File: src/rtl/core/jfrk4_pkg.sv
// Package for the jerk flow RK4 step core: item types, command and status structs,
// sequencer and multiplier state encodings, fixed field widths and defaults.
// No dependencies.
package jfrk4_pkg;

  localparam int WORD_WIDTH_DEFAULT    = 32;
  localparam int FRACTION_BITS_DEFAULT = 24;

  localparam int STEP_W    = 25;
  localparam int TIME_W    = 48;
  localparam int OUT_W     = 32;
  localparam int MUL_CHUNK = 32;

  localparam logic [STEP_W-1:0] STEP_RESET = 25'd167772;

  // Runge-Kutta stage index.
  localparam logic [1:0] STG_K1 = 2'd0;
  localparam logic [1:0] STG_K2 = 2'd1;
  localparam logic [1:0] STG_K3 = 2'd2;
  localparam logic [1:0] STG_K4 = 2'd3;

  typedef struct packed {
    logic restart;
  } in_item_t;

  typedef struct packed {
    logic [TIME_W-1:0]       time_now;
    logic signed [OUT_W-1:0] x_now;
    logic signed [OUT_W-1:0] y_now;
    logic signed [OUT_W-1:0] z_now;
  } out_item_t;

  typedef struct packed {
    logic [STEP_W-1:0] step_size;
  } cfg_item_t;

  typedef enum logic [4:0] {
    ST_IDLE,
    ST_CLEAR,
    ST_PREP,
    ST_MA,
    ST_MA_W,
    ST_NEG,
    ST_SUBY,
    ST_SUBX,
    ST_ADD1,
    ST_MB,
    ST_MB_W,
    ST_KACC,
    ST_MC,
    ST_MC_W,
    ST_ZN,
    ST_ZN_W,
    ST_YN,
    ST_YN_W,
    ST_COMMIT,
    ST_OUT
  } ctl_state_e;

  typedef enum logic [1:0] {
    MUL_IDLE,
    MUL_ACC,
    MUL_RND,
    MUL_SAT
  } mul_state_e;

  typedef enum logic [3:0] {
    OP_NONE,
    OP_CLEAR,
    OP_PREP,
    OP_NEG,
    OP_NEG_SUM,
    OP_SUBY,
    OP_SUBX,
    OP_ADD1,
    OP_K1,
    OP_K2,
    OP_K3,
    OP_K4,
    OP_ZN,
    OP_YN,
    OP_COMMIT
  } dp_op_e;

  typedef enum logic [2:0] {
    SEL_C06_ZA,
    SEL_H_T,
    SEL_SIXTH_S,
    SEL_H_Z,
    SEL_H_Y
  } mul_sel_e;

  typedef struct packed {
    dp_op_e   op;
    mul_sel_e mul_sel;
    logic     mul_start;
    logic     load_out;
  } ctl_cmd_t;

  typedef struct packed {
    logic mul_done;
  } dp_stat_t;

endpackage

File: src/rtl/core/jfrk4_ctl.sv
// Sequencer of the jerk flow step: walks the four RK stages and the Euler updates
// over the datapath and owns the input and result handshakes. Depends on jfrk4_pkg.
module jfrk4_ctl (
  input  logic                clk_i,
  input  logic                rst_ni,
  input  logic                in_valid_i,
  input  logic                in_restart_i,
  output logic                in_ready_o,
  output logic                out_valid_o,
  input  logic                out_ready_i,
  output jfrk4_pkg::ctl_cmd_t cmd_o,
  input  jfrk4_pkg::dp_stat_t stat_i
);
  import jfrk4_pkg::*;

  ctl_state_e state_q, state_d;
  logic [1:0] stage_q, stage_d;
  logic       out_valid_q, out_valid_d;

  always_comb begin
    state_d       = state_q;
    stage_d       = stage_q;
    out_valid_d   = out_valid_q & ~out_ready_i;
    in_ready_o    = 1'b0;
    cmd_o.op        = OP_NONE;
    cmd_o.mul_sel   = SEL_H_T;
    cmd_o.mul_start = 1'b0;
    cmd_o.load_out  = 1'b0;
    case (state_q)
      ST_IDLE: begin
        in_ready_o = 1'b1;
        if (in_valid_i) state_d = in_restart_i ? ST_CLEAR : ST_PREP;
      end
      ST_CLEAR: begin
        cmd_o.op = OP_CLEAR;
        state_d  = ST_OUT;
      end
      ST_PREP: begin
        cmd_o.op = OP_PREP;
        stage_d  = STG_K1;
        state_d  = ST_MA;
      end
      ST_MA: begin
        cmd_o.mul_start = 1'b1;
        cmd_o.mul_sel   = SEL_C06_ZA;
        state_d         = ST_MA_W;
      end
      ST_MA_W: begin
        if (stat_i.mul_done) state_d = ST_NEG;
      end
      ST_NEG: begin
        cmd_o.op = (stage_q == STG_K3 || stage_q == STG_K4) ? OP_NEG_SUM : OP_NEG;
        state_d  = ST_SUBY;
      end
      ST_SUBY: begin
        cmd_o.op = OP_SUBY;
        state_d  = ST_SUBX;
      end
      ST_SUBX: begin
        cmd_o.op = OP_SUBX;
        state_d  = ST_ADD1;
      end
      ST_ADD1: begin
        cmd_o.op = OP_ADD1;
        state_d  = ST_MB;
      end
      ST_MB: begin
        cmd_o.mul_start = 1'b1;
        cmd_o.mul_sel   = SEL_H_T;
        state_d         = ST_MB_W;
      end
      ST_MB_W: begin
        if (stat_i.mul_done) state_d = ST_KACC;
      end
      ST_KACC: begin
        case (stage_q)
          STG_K1:  cmd_o.op = OP_K1;
          STG_K2:  cmd_o.op = OP_K2;
          STG_K3:  cmd_o.op = OP_K3;
          default: cmd_o.op = OP_K4;
        endcase
        if (stage_q == STG_K4) begin
          state_d = ST_MC;
        end else begin
          stage_d = stage_q + 2'd1;
          state_d = ST_MA;
        end
      end
      ST_MC: begin
        cmd_o.mul_start = 1'b1;
        cmd_o.mul_sel   = SEL_SIXTH_S;
        state_d         = ST_MC_W;
      end
      ST_MC_W: begin
        if (stat_i.mul_done) state_d = ST_ZN;
      end
      // The Euler products read the old y and z, so they start alongside the adds.
      ST_ZN: begin
        cmd_o.op        = OP_ZN;
        cmd_o.mul_start = 1'b1;
        cmd_o.mul_sel   = SEL_H_Z;
        state_d         = ST_ZN_W;
      end
      ST_ZN_W: begin
        if (stat_i.mul_done) state_d = ST_YN;
      end
      ST_YN: begin
        cmd_o.op        = OP_YN;
        cmd_o.mul_start = 1'b1;
        cmd_o.mul_sel   = SEL_H_Y;
        state_d         = ST_YN_W;
      end
      ST_YN_W: begin
        if (stat_i.mul_done) state_d = ST_COMMIT;
      end
      ST_COMMIT: begin
        cmd_o.op = OP_COMMIT;
        state_d  = ST_OUT;
      end
      ST_OUT: begin
        if (!out_valid_q || out_ready_i) begin
          cmd_o.load_out = 1'b1;
          out_valid_d    = 1'b1;
          state_d        = ST_IDLE;
        end
      end
      default: state_d = ST_IDLE;
    endcase
  end

  always_ff @(posedge clk_i or negedge rst_ni) begin
    if (!rst_ni) begin
      state_q     <= ST_IDLE;
      stage_q     <= STG_K1;
      out_valid_q <= 1'b0;
    end else begin
      state_q     <= state_d;
      stage_q     <= stage_d;
      out_valid_q <= out_valid_d;
    end
  end

  assign out_valid_o = out_valid_q;

endmodule

File: config.mk
export PLATFORM = sky130hd
export DESIGN_NAME = jfrk4_ctl
export DESIGN_NICKNAME = d
export VERILOG_FILES = /design/src/rtl/core/jfrk4_pkg.sv /design/src/rtl/core/jfrk4_ctl.sv
export SDC_FILE = /design/constraint.sdc
export NUM_CORES = 1
export LEC_CHECK = 0
export ABC_AREA = 1
export BUFFER_PORTS_ARGS = -buffer_cell sky130_fd_sc_hd__buf_4
export CAP_MARGIN = 20
export CORE_AREA = 2 2 51 53
export CTS_CLUSTER_DIAMETER = 40
export DETAILED_ROUTE_END_ITERATION = 8
export DIE_AREA = 0 0 53 55
export PLACE_DENSITY = 0.65
export SLEW_MARGIN = 20
export SYNTH_ARGS = -nofsm -noshare
export SYNTH_HDL_FRONTEND = slang
export SYNTH_SLANG_ARGS = --single-unit
File: constraint.sdc
create_clock -name clk_i -period 2.2 [get_ports clk_i]
set_clock_uncertainty 0.15 [all_clocks]
set_input_delay 0.33 -clock clk_i [delete_from_list [all_inputs] [get_ports clk_i]]
set_output_delay 0.33 -clock clk_i [all_outputs]
set_load 0.02 [all_outputs]
---- After elaboration in Yosys (flattened, before gate mapping) ----
Cells that the tools add are included.
word-level totals
  input port bits ......................... 6
  flip-flop bits (word level) ............. 8
cells by class
  reductions and logical operators ........ 9
  multiplexer cells ....................... 21
  equal/unequal tests ..................... 30
  bitwise logic cells ..................... 2
  add/subtract/negate cells ............... 1
operator list
  cell                 count
  $pmux 5 s19          1
  $eq 5x4->1 const B   8
  $pmux 4 s10          1
  $mux 5               7
  $eq 5x3->1 const B   4
  $eq 5x5->1 const B   4
  $pmux 4 s5           1
  $ne 2x2->1 const B   8
  $eq 5x2->1 const B   2
  $reduce_and 7->1     1
  $pmux 2 s3           1
  $eq 5x1->1 const B   1
  $logic_not 5->1      1
  $mux 1               5
  $eq 2x2->1 const B   2
  $mux 2               2
  $mux 4               1
  $pmux 2 s2           1
  $mux 3               1
  $add 2x1->2 const B  1
  $eq 2x1->1 const B   1
  $logic_not 2->1      1
  $logic_or 1x1->1     2
  $reduce_and 2->1     1
  other kinds (5)      5

---- Depth between registers and ports, before layout ----
Gate-level depths: netlist of run 1.
  depth after elaboration ................. 4
  mapped depth ............................ 10
  depth with buffers taken out ............ 10

---- Least setup slack after synthesis of run 1 ----
No wires, ideal clock.
  path kind ............................... flip-flop to output port
  start ................................... reg state_q[3]
  end ..................................... out cmd_o[1] (netlist bit)
  required time ........................... 1.720 ns
  buffers on the path ..................... 0
  setup slack ............................. 0.451 ns
  cell stages (with the launch flop) ...... 7
  arrival ................................. 1.269 ns
  path through ............................ dfrtp_1 nor2_4 nand3_1 inv_1 nand2_1 inv_1 or3_1
RTL lines
  what                    line              text
  start, declared         jfrk4_ctl.sv:16   ctl_state_e state_q, state_d;
  start signal, assigned  jfrk4_ctl.sv:137  state_q <= state_d;
  end, declared           jfrk4_ctl.sv:11   output jfrk4_pkg::ctl_cmd_t cmd_o,

==> metrics.md, run 1 <==
| Metric | Value |
|---|---|
| Library cells used by synthesis | 20 |
| Crit end category | output pin |
| Data required time at the worst endpoint | 1720 ps |
| Maxcap violations | 0 |
| Clock root buffer master | clkbuf_4 |
| DRT iter0 DRCs | 19 |
| FF-to-FF Start | state_q[0] |
| RSZ-0062 raised after global routing | yes |
| Clock slew at reported path FFs | 50 ps |
| Crit path DAT | 1650 ps |
| Starting Density | 38.47% |
| Min cycle time layout | 2129 ps |
| Slowest-stage cell, CP | dfrtp_2 |
| # diodes | 0 |
| Worst Setup SP | state_q[3] |
| GR met2 Demand/Resource | 30.83% |
| Crit path capture | cmd_o[1] |
| Synthesis Warnings | 0 |
| Crit path buffers/inverters | 2 |
| Largest net degree at the start of global routing | 9 |
| Rel. slew slack | 80.09% |
| Final antenna-violating net count | 0 |
| # clock sinks | 8 |
| Final Hold Fails | 0 |
| CTS H-tree depth | 1 |
| Register-to-Register Setup Slack | 560 ps |
| Sequential fraction of the synthesis area | 22.01% |
| Type of the tightest min-delay check | primary input to register |
| FF-to-FF path depth | 10 |
| Max IR drop VDD | 0.0006374 V |
| Core Region | 0.002365 sq mm |
| RD Place Congestion | 0.9305 |
| WL/cell | 11.13 microns |
| Area Growth Syn to Fin | 24.62% |
| Die Wd | 53 microns |
| Crit path kind | register to output pin |
| Die span in y | 55 microns |
| Measured slew at the worst slew-check pin | 298.3 ps |
| Status | finished, final reports clean |
| Nature of the critical path startpoint | register |
| Vias | 1043 |
| CTS Buffer Depth | 2 |
| Pre-CTS setup slack | 225.0 ps |
| Syn nets | 172 |
| Total die area | 0.002915 sq mm |
| Crit path cell chain | nand2_1 > inv_2 > nand2_1 > nand2_1 > or3_1 > buf_4 |
| Mean post-synth cell area | 5.615 sq um |
| Global-route wire length before repair | 3995 microns |
| Fin nets | 197 |
| Reg-to-reg endpoint | state_q[2] |
| CTS tree | done |
| # IOs | 17 |
| HPWL after detailed placement | 1978 microns |
| Vias in the first global route | 969 |
| Endpoints failing setup | 0 |
| Post-Syn Area | 909.6 sq um |
| Detailed Routing Iterations Pass 1 | 4 |
| GRT Residual Overflow | 0 |
| DRC Markers | 0 |
| CP delay by family, top | simple AND/OR/NAND/NOR gates |
| Crit path depth | 6 |
| Yosys reg bits | 8 |
| Slew Viols, Final | 0 |
| Leakage | 0.0006706 uW |
| Clk_lat worst skew | 240 ps |
| Drt total wl | 2392 microns |
| Worst Hold Margin | 218.6 ps |
| Max Clk Rate | 469.8 MHz |
| Busiest layer in global routing | met2 |
| GR Layer Usage met3 | 1.613% |
| Met1 Use GR | 24.05% |
| Worst path max stage delay | 470 ps |
| Share of cells above drive strength 1 | 29.19% |
| Port bufs | 16 |
| Most used cell, CP | nand2_1 |
| Initial antenna violation count | 0 |
| Total CTS buffers | 3 |
| # rows | 18 |
| Tcrit/Tclk final | 96.76% |
| Worst Path Max Fanout | 7 |
| Post-Synthesis Cells | 162 |
| GRT Overall Usage | 18.67% |
| PD cells | 1242 mW/mm^2 |
| Via/cell ratio | 4.851 |
| Final worst setup slack | 71.27 ps |
where the power goes:
part / leakage [uW] / internal, uW / total [uW] / switching, uW
Sequential: 0.0000988 / 210 / 309 / 98.5
Clock: 0.0000138 / 61.9 / 105 / 42.9
Combinational: 0.000558 / 375 / 995 / 620
registers in the layout, indices dropped and copies added, names as in the netlist:
| signal | count |
|---|---|
| out_valid_o | 1 |
| stage_q | 2 |
| state_q | 5 |
cell type report:
cell class,instances,area [sq um]
Inverter,26,97.59
Tap cell,30,37.54
Multi-Input combinational cell,127,609.3
Timing Repair Buffer,21,160.2
Clock buffer,3,22.52
Sequential cell,8,206.4
Fill cell,258,1231
kinds of logic (layout without fill, tap and decap cells):
| group | count (synthesis) | after routing | synth area share [%] |
|---|---|---|---|
| adder cells (fa/ha/maj) | 4 | 4 | 5.502 |
| AND/OR/NAND/NOR | 108 | 108 | 52.68 |
| buffers and inverters | 27 | 50 | 11.28 |
| flip-flops | 8 | 8 | 22.01 |
| AO/OA/AOI/OAI | 15 | 15 | 8.529 |
what timing repair did:
action / 4_1_cts / 5_1_grt
hold buffers: 1 / 0
gates resized for setup: 3 / 5
hold endpoints to repair: 8 / 0
pin swaps: 0 / 1
endpoints found under the setup margin: 1 / 1
setup buffers: 0 / 3
through the flow:
| step | setup TNS [ps] | total power [uW] | std cells | utilization (%) | cell area, sq um |
|---|---|---|---|---|---|
| detailed placement | 0 | 1244 | 208 | 45.24 | 1070 |
| finish | 0 | 1408 | 215 | 47.94 | 1134 |
| global placement | 0 | 1246 | 208 | 45.24 | 1070 |
| CTS | 0 | 1364 | 212 | 46.77 | 1106 |
| global route | -26.00 | 1538 | 215 | 47.94 | 1134 |
| floorplan | 0 | 945.6 | 162 | - | 909.6 |
cell usage after synthesis, drive strengths merged:
| library cell | n | area share (%) |
|---|---|---|
| buf | 1 | 0.55 |
| o22ai | 1 | 0.69 |
| dfrtp | 8 | 22 |
| nor2 | 27 | 14 |
| a21oi | 6 | 3.3 |
| a31oi | 1 | 0.69 |
| nand3 | 14 | 8.8 |
| nor3 | 1 | 0.55 |
| o21ai | 7 | 3.9 |
| nand4 | 3 | 2.1 |
| or3 | 1 | 0.69 |
| inv | 26 | 11 |
| nand2 | 62 | 27 |
| ha | 4 | 5.5 |
per-layer routing:
layer	wire, microns	part of all wire [%]
met2	1140	48
met3	98	4.1
met1	1119	47
met4	34	1.4
met5	0	0
how the worst min path moves through the flow:
| stage | startpoint | endpoint | slack (ps) | depth (start not counted) |
|---|---|---|---|---|
| floorplan | rst_ni | out_valid_o | -120 | 0 |
| global placement | rst_ni | out_valid_o | 3 | 1 |
| detailed placement | rst_ni | state_q[3] | 4 | 1 |
| CTS | out_ready_i | out_valid_o | 220 | 4 |
| global route | out_ready_i | out_valid_o | 240 | 4 |
| finish | out_ready_i | out_valid_o | 220 | 4 |
worst reg2reg max path: cells and delay by family (launching register included):
kind                   cells  cell delay (ps)
and+or+nand+nor            8              770
DFF                        1              460
buffers and inverters      2              140
placed cells by master, fill, tap and decap left out, types with 2 or more instances in the layout:
cell type  count
nand2_2        5
inv_2         11
o21ai_0        6
dfrtp_2        5
nand4_1        3
dfrtp_1        3
nand3_1       12
clkbuf_4       3
nand3_2        2
inv_1         15
nor2_1        19
a21oi_1        6
buf_4         20
nand2_1       57
nor2_2         7
ha_1           4
Note: power is estimated with default switching activity, not from simulation.
==> inputs of run 2 (changes only) <==
--- a/config.mk
+++ b/config.mk
@@ -8,10 +8,10 @@
 export ABC_AREA = 1
 export BUFFER_PORTS_ARGS = -buffer_cell sky130_fd_sc_hd__buf_4
 export CAP_MARGIN = 20
-export CORE_AREA = 2 2 51 53
+export CORE_AREA = 2 2 65 42
 export CTS_CLUSTER_DIAMETER = 40
 export DETAILED_ROUTE_END_ITERATION = 8
-export DIE_AREA = 0 0 53 55
+export DIE_AREA = 0 0 67 44
 export PLACE_DENSITY = 0.65
 export SLEW_MARGIN = 20
 export SYNTH_ARGS = -nofsm -noshare
==> run 2 against run 1 <==
Via count grew 3.0%. Register-to-register slack is essentially flat. Die area up 1.1%. Flip-flop and latch count unchanged. Clock power up 65%. Global-route usage is 0.48 points lower. Sequential power hardly changed. Critical endpoint unchanged. Largest power group unchanged.
==> metrics.md, run 2 (synthesized netlist as in run 1, its figures left out) <==
| Metric | Value |
|---|---|
| Final worst setup slack | 87.51 ps |
| Share of cells above drive strength 1 | 26.37% |
| Total negative slack | 0 ps |
| Nature of the critical path startpoint | register |
| Slew Viols, Final | 0 |
| Clock slew at reported path FFs | 40 ps |
| CTS H-tree depth | 1 |
| Postcts setup bufs | 0 |
| # clock sinks | 8 |
| Max IR drop VDD | 0.0005286 V |
| Rel. slew slack | 81.91% |
| Pre-CTS setup slack | 269.7 ps |
| Worst Hold Margin | 256.4 ps |
| GRT Residual Overflow | 0 |
| Data required time at the worst endpoint | 1720 ps |
| CTS Buffer Depth | 2 |
| # diodes | 0 |
| Final Hold Fails | 0 |
| Clk_lat worst skew | 230 ps |
| Detailed Routing Iterations Pass 1 | 4 |
| GRT Overall Usage | 18.19% |
| CP delay by family, top | simple AND/OR/NAND/NOR gates |
| Fin nets | 194 |
| PD cells | 1279 mW/mm^2 |
| Die Wd | 67 microns |
| Measured slew at the worst slew-check pin | 271.0 ps |
| Maxcap violations | 0 |
| Total die area | 0.002948 sq mm |
| Final Util | 47.43% |
| Worst path max stage delay | 470 ps |
| Most common cell after layout, fill and taps aside | nand2_1 |
| Crit path cell chain | nand2_1 > inv_1 > nand2_1 > nand2_1 > or3_1 > buf_4 |
| Fillcell total | 250 |
| Status | finished, final reports clean |
| Max Clk Rate | 473.4 MHz |
| Total CTS buffers | 3 |
| HPWL after detailed placement | 2027 microns |
| Starting Density | 38.18% |
| Final antenna-violating net count | 0 |
| Area Growth Syn to Fin | 24.21% |
| # rows | 14 |
| Crit path DAT | 1630 ps |
| Most used cell, CP | nand2_1 |
| Leakage | 0.0006661 uW |
| Port bufs | 16 |
| Commonest non-fill, non-tap cells in the layout | 58 x nand2_1, 19 x nor2_1, 17 x inv_1, 17 x buf_4, 12 x nand3_1 |
| Die span in y | 44 microns |
| Core Region | 0.002382 sq mm |
| DRT iter0 DRCs | 92 |
| Slowest-stage cell, CP | dfrtp_2 |
| Largest net degree at the start of global routing | 9 |
| Multi-input logic area | 606.8 sq um |
| Endpoints failing setup | 0 |
| RD Place Congestion | 0.9639 |
| Clock root buffer master | clkbuf_8 |
| Via/cell ratio | 5.019 |
| Crit end category | output pin |
| Tcrit/Tclk final | 96.02% |
| DRC Markers | 0 |
| Biggest register | state_q |
| # IOs | 17 |
| Min cycle time layout | 2112 ps |
| Initial antenna violation count | 0 |
| Flip-flop count of the largest register after layout | 5 |
| Worst Path Max Fanout | 7 |
| Vias in the first global route | 948 |
| RSZ-0062 raised after global routing | no |
| Global-route wire length before repair | 4098 microns |
| Drt total wl | 2397 microns |
| WL/cell | 11.20 microns |
| Storage element area | 206.4 sq um |
| CTS tree | done |
| Crit path buffers/inverters | 2 |
| Crit path kind | register to output pin |
| Vias | 1074 |
| Type of the tightest min-delay check | primary input to register |
run 2: repair_timing:
| item | 4_1_cts | 5_1_grt |
|---|---|---|
| endpoints found under the hold margin | 8 | 0 |
| hold buffers | 1 | 0 |
| endpoints found under the setup margin | 0 | 3 |
| resized for setup | 0 | 5 |
run 2: path summary, 6_finish.rpt:
kind,startpoint,end,slack (ps),depth (start not counted)
min in group asynchronous,rst_ni,state_q[2],300,2
hold / removal,out_ready_i,out_valid_o,260,4
max in group asynchronous,rst_ni,state_q[1],1460,2
setup / recovery,state_q[2],cmd_o[1],90,6
setup reg to reg,state_q[0],state_q[3],570,10
hold reg to reg,state_q[4],state_q[4],420,2
run 2: final cells by class:
type / count / share of cell area [%]
flip-flops and latches: 8 / 18.27
multi-input cells: 127 / 53.71
inverters: 26 / 8.638
clock buffers: 3 / 3.654
repair buffers: 18 / 12.18
well taps: 32 / 3.544
run 2: through the flow:
stage / instance area (sq um) / power (uW) / std cells
floorplan: 909.6 / 945.6 / 162
global placement: 1072 / 1251 / 210
detailed placement: 1072 / 1247 / 210
CTS: 1124 / 1429 / 214
global route: 1130 / 1574 / 214
finish: 1130 / 1446 / 214
run 2: power breakdown:
part	total [uW]	leakage, uW	internal (uW)	switching, uW
Clock	173	0.0000216	118	55.2
Sequential	307	0.0000988	211	96.2
Combinational	965	0.000546	342	623
Total	1450	0.000666	671	775
run 2: worst register-to-register path, stage by stage, from the launching register on:
cell,delay (ps)
dfrtp_2,450
inv_2,110
nand2_2,60
nor2_2,230
nand3_1,110
nand2_1,120
inv_2,40
nand2_1,80
nor2_2,60
nand2_1,60
nand2_1,50
run 2: per-layer routing:
| layer | GRT usage [%] | vias up | share of wire [%] | wire [microns] |
|---|---|---|---|---|
| met3 | 4.675 | 2 | 12 | 284 |
| li1 | - | 546 | - | - |
| met5 | 0 | - | 0 | 0 |
| met4 | 7.347 | 0 | 0.67 | 16 |
| met1 | 26.39 | 467 | 48 | 1145 |
| met2 | 25.54 | 59 | 40 | 950 |
==> inputs of run 3 (changes only) <==
--- a/config.mk
+++ b/config.mk
@@ -8,11 +8,11 @@
 export ABC_AREA = 1
 export BUFFER_PORTS_ARGS = -buffer_cell sky130_fd_sc_hd__buf_4
 export CAP_MARGIN = 20
-export CORE_AREA = 2 2 65 42
+export CORE_AREA = 2 2 43 45
 export CTS_CLUSTER_DIAMETER = 40
 export DETAILED_ROUTE_END_ITERATION = 8
-export DIE_AREA = 0 0 67 44
-export PLACE_DENSITY = 0.65
+export DIE_AREA = 0 0 45 47
+export PLACE_DENSITY = 0.86
 export SLEW_MARGIN = 20
 export SYNTH_ARGS = -nofsm -noshare
 export SYNTH_HDL_FRONTEND = slang
==> run 3 against run 2 <==
Highest routed layer unchanged. Clock-buffer cell count is the same. Hold slack worse by 30 ps. Sequential power shrank 3%. Critical path type unchanged. Via count up 3.7%. Die area shrank 28%. Largest cell class unchanged. First-iteration DRC count shrank 47%.
==> metrics.md, run 3 (synthesized netlist as in run 1, its figures left out) <==
| Metric | Value |
|---|---|
| Logic pwr share | 71.3% |
| Clock slew at reported path FFs | 50 ps |
| Status | finished, final reports clean |
| Min cycle time layout | 2105 ps |
| Starting Density | 55.08% |
| P_int | 626.3 uW |
| RD Place Congestion | 1.021 |
| # rows | 15 |
| Crit path cell chain | nor2_4 > nand3_1 > inv_1 > nand2_1 > inv_1 > or3_1 > buf_4 |
| CTS Buffer Depth | 2 |
| Most common cell after layout, fill and taps aside | nand2_1 |
| Total CTS buffers | 3 |
| Core Region | 0.001652 sq mm |
| Met3 wire length | 120 microns |
| DRC Markers | 0 |
| Worst path max stage delay | 470 ps |
| Clock Power Share | 7.5% |
| Type of the tightest min-delay check | primary input to register |
| Area Growth Syn to Fin | 20.91% |
| GRT Residual Overflow | 0 |
| Slew Viols, Final | 0 |
| DRT iter0 DRCs | 49 |
| Die Wd | 45 microns |
| Worst Path Max Fanout | 8 |
| Tcrit/Tclk final | 95.70% |
| M1 wire length | 1042 microns |
| Drt total wl | 2497 microns |
| Clk_lat worst skew | 250 ps |
| Crit path kind | register to output pin |
| Crit path DAT | 1630 ps |
| Nature of the critical path startpoint | register |
| Reg power frac | 21.3% |
| Total negative slack | 0 ps |
| Measured slew at the worst slew-check pin | 238.0 ps |
| CTS tree | done |
| Max Clk Rate | 475.0 MHz |
| Initial antenna violation count | 0 |
| Worst hold path depth | 4 |
| Fin nets | 195 |
| Sw Pwr | 781.9 uW |
| Detailed Routing Iterations Pass 1 | 4 |
| Port bufs | 16 |
| Switch share | 55.53% |
| Slowest-stage cell, CP | dfrtp_2 |
| Share of cells above drive strength 1 | 26.78% |
| Met2 wire len | 1246 microns |
| Max IR drop VDD | 0.0007901 V |
| Flip-flop count of the largest register after layout | 5 |
| Final Hold Fails | 0 |
| Crit end category | output pin |
| Endpoints failing setup | 0 |
| # IOs | 17 |
| Most used cell, CP | inv_1 |
| Global-route wire length before repair | 3919 microns |
| Largest net degree at the start of global routing | 9 |
| FF-to-FF path depth | 9 |
| RSZ-0062 raised after global routing | no |
| Data required time at the worst endpoint | 1720 ps |
| Final Util | 66.59% |
| Maxcap violations | 0 |
| WL/cell | 12.49 microns |
| Vias in the first global route | 966 |
| Vias | 1114 |
| Rel. slew slack | 84.10% |
| Biggest register | state_q |
| PD cells | 1280 mW/mm^2 |
| # clock sinks | 8 |
| Top sig layer | met4 |
| GRT Overall Usage | 26.03% |
| CTS H-tree depth | 1 |
| Leakage | 0.0006632 uW |
| Die span in y | 47 microns |
| Commonest non-fill, non-tap cells in the layout | 58 x nand2_1, 19 x nor2_1, 18 x buf_4 |
| Final antenna-violating net count | 0 |
| Clock root buffer master | clkbuf_4 |
| Total die area | 0.002115 sq mm |
| Via/cell ratio | 5.570 |
| HPWL after detailed placement | 2019 microns |
| # diodes | 0 |
| Fillcell total | 160 |
==> run 3: final cells by class <==
class	instances	area [sq um]	share of cell area [%]
multi-input cells	127	606.8	55.18
flip-flops and latches	8	206.4	18.77
repair buffers	19	145.1	13.20
inverters	26	97.59	8.874
clock buffers	3	22.52	2.048
well taps	17	21.27	1.934
==> run 3: what timing repair did <==
action                                  CTS  global route
buffers inserted                          0             1
hold buffers                              1             0
resized for setup                         0             5
hold endpoints to repair                  8             0
endpoints found under the setup margin    0             1
==> run 3: layer usage <==
layer | global-route usage [%] | up-vias
li1 | - | 547
met1 | 31.83 | 509
met4 | 13.53 | 0
met3 | 2.308 | 10
met2 | 45.71 | 48
met5 | 0 | -
==> run 3: final timing paths <==
| path | slack [ps] | startpoint | endpoint |
|---|---|---|---|
| worst min-delay path | 230 | out_ready_i | out_valid_o |
| worst min register to register | 430 | state_q[1] | state_q[1] |
| worst max-delay path | 90 | state_q[3] | cmd_o[1] |
| min in group asynchronous | 290 | rst_ni | out_valid_o |
| max in group asynchronous | 1470 | rst_ni | state_q[1] |
| worst max register to register | 510 | state_q[3] | state_q[0] |
==> run 3: worst max-delay path, delay by kind of cell (launching register included) <==
kind,cells,cell delay (ps)
buffers and inverters,3,320
DFF,1,470
and+or+nand+nor,4,580
==> run 3: stage by stage <==
stage          hold slack (ps)  setup WS (ps)  cells  total power, uW  cell area [sq um]
2_1_floorplan           -115.6          450.7    162            945.6              909.6
5_1_grt                  255.9         0.1755    200             1524               1100
6_report                 226.9          94.70    200             1408               1100
3_3_place_gp            -2.540          291.1    195             1246               1054
3_5_place_dp            -3.368          280.9    195             1263               1054
4_1_cts                  216.0          3.429    199             1376               1086
==> run 3: power groups by stage <==
stage | logic (uW) | registers (uW) | clock network (uW)
finish | 1000 | 299 | 105
global route | 1100 | 307 | 116
CTS | 975 | 290 | 111
detailed placement | 971 | 292 | 0
global placement | 958 | 288 | 0
floorplan | 675 | 271 | 0
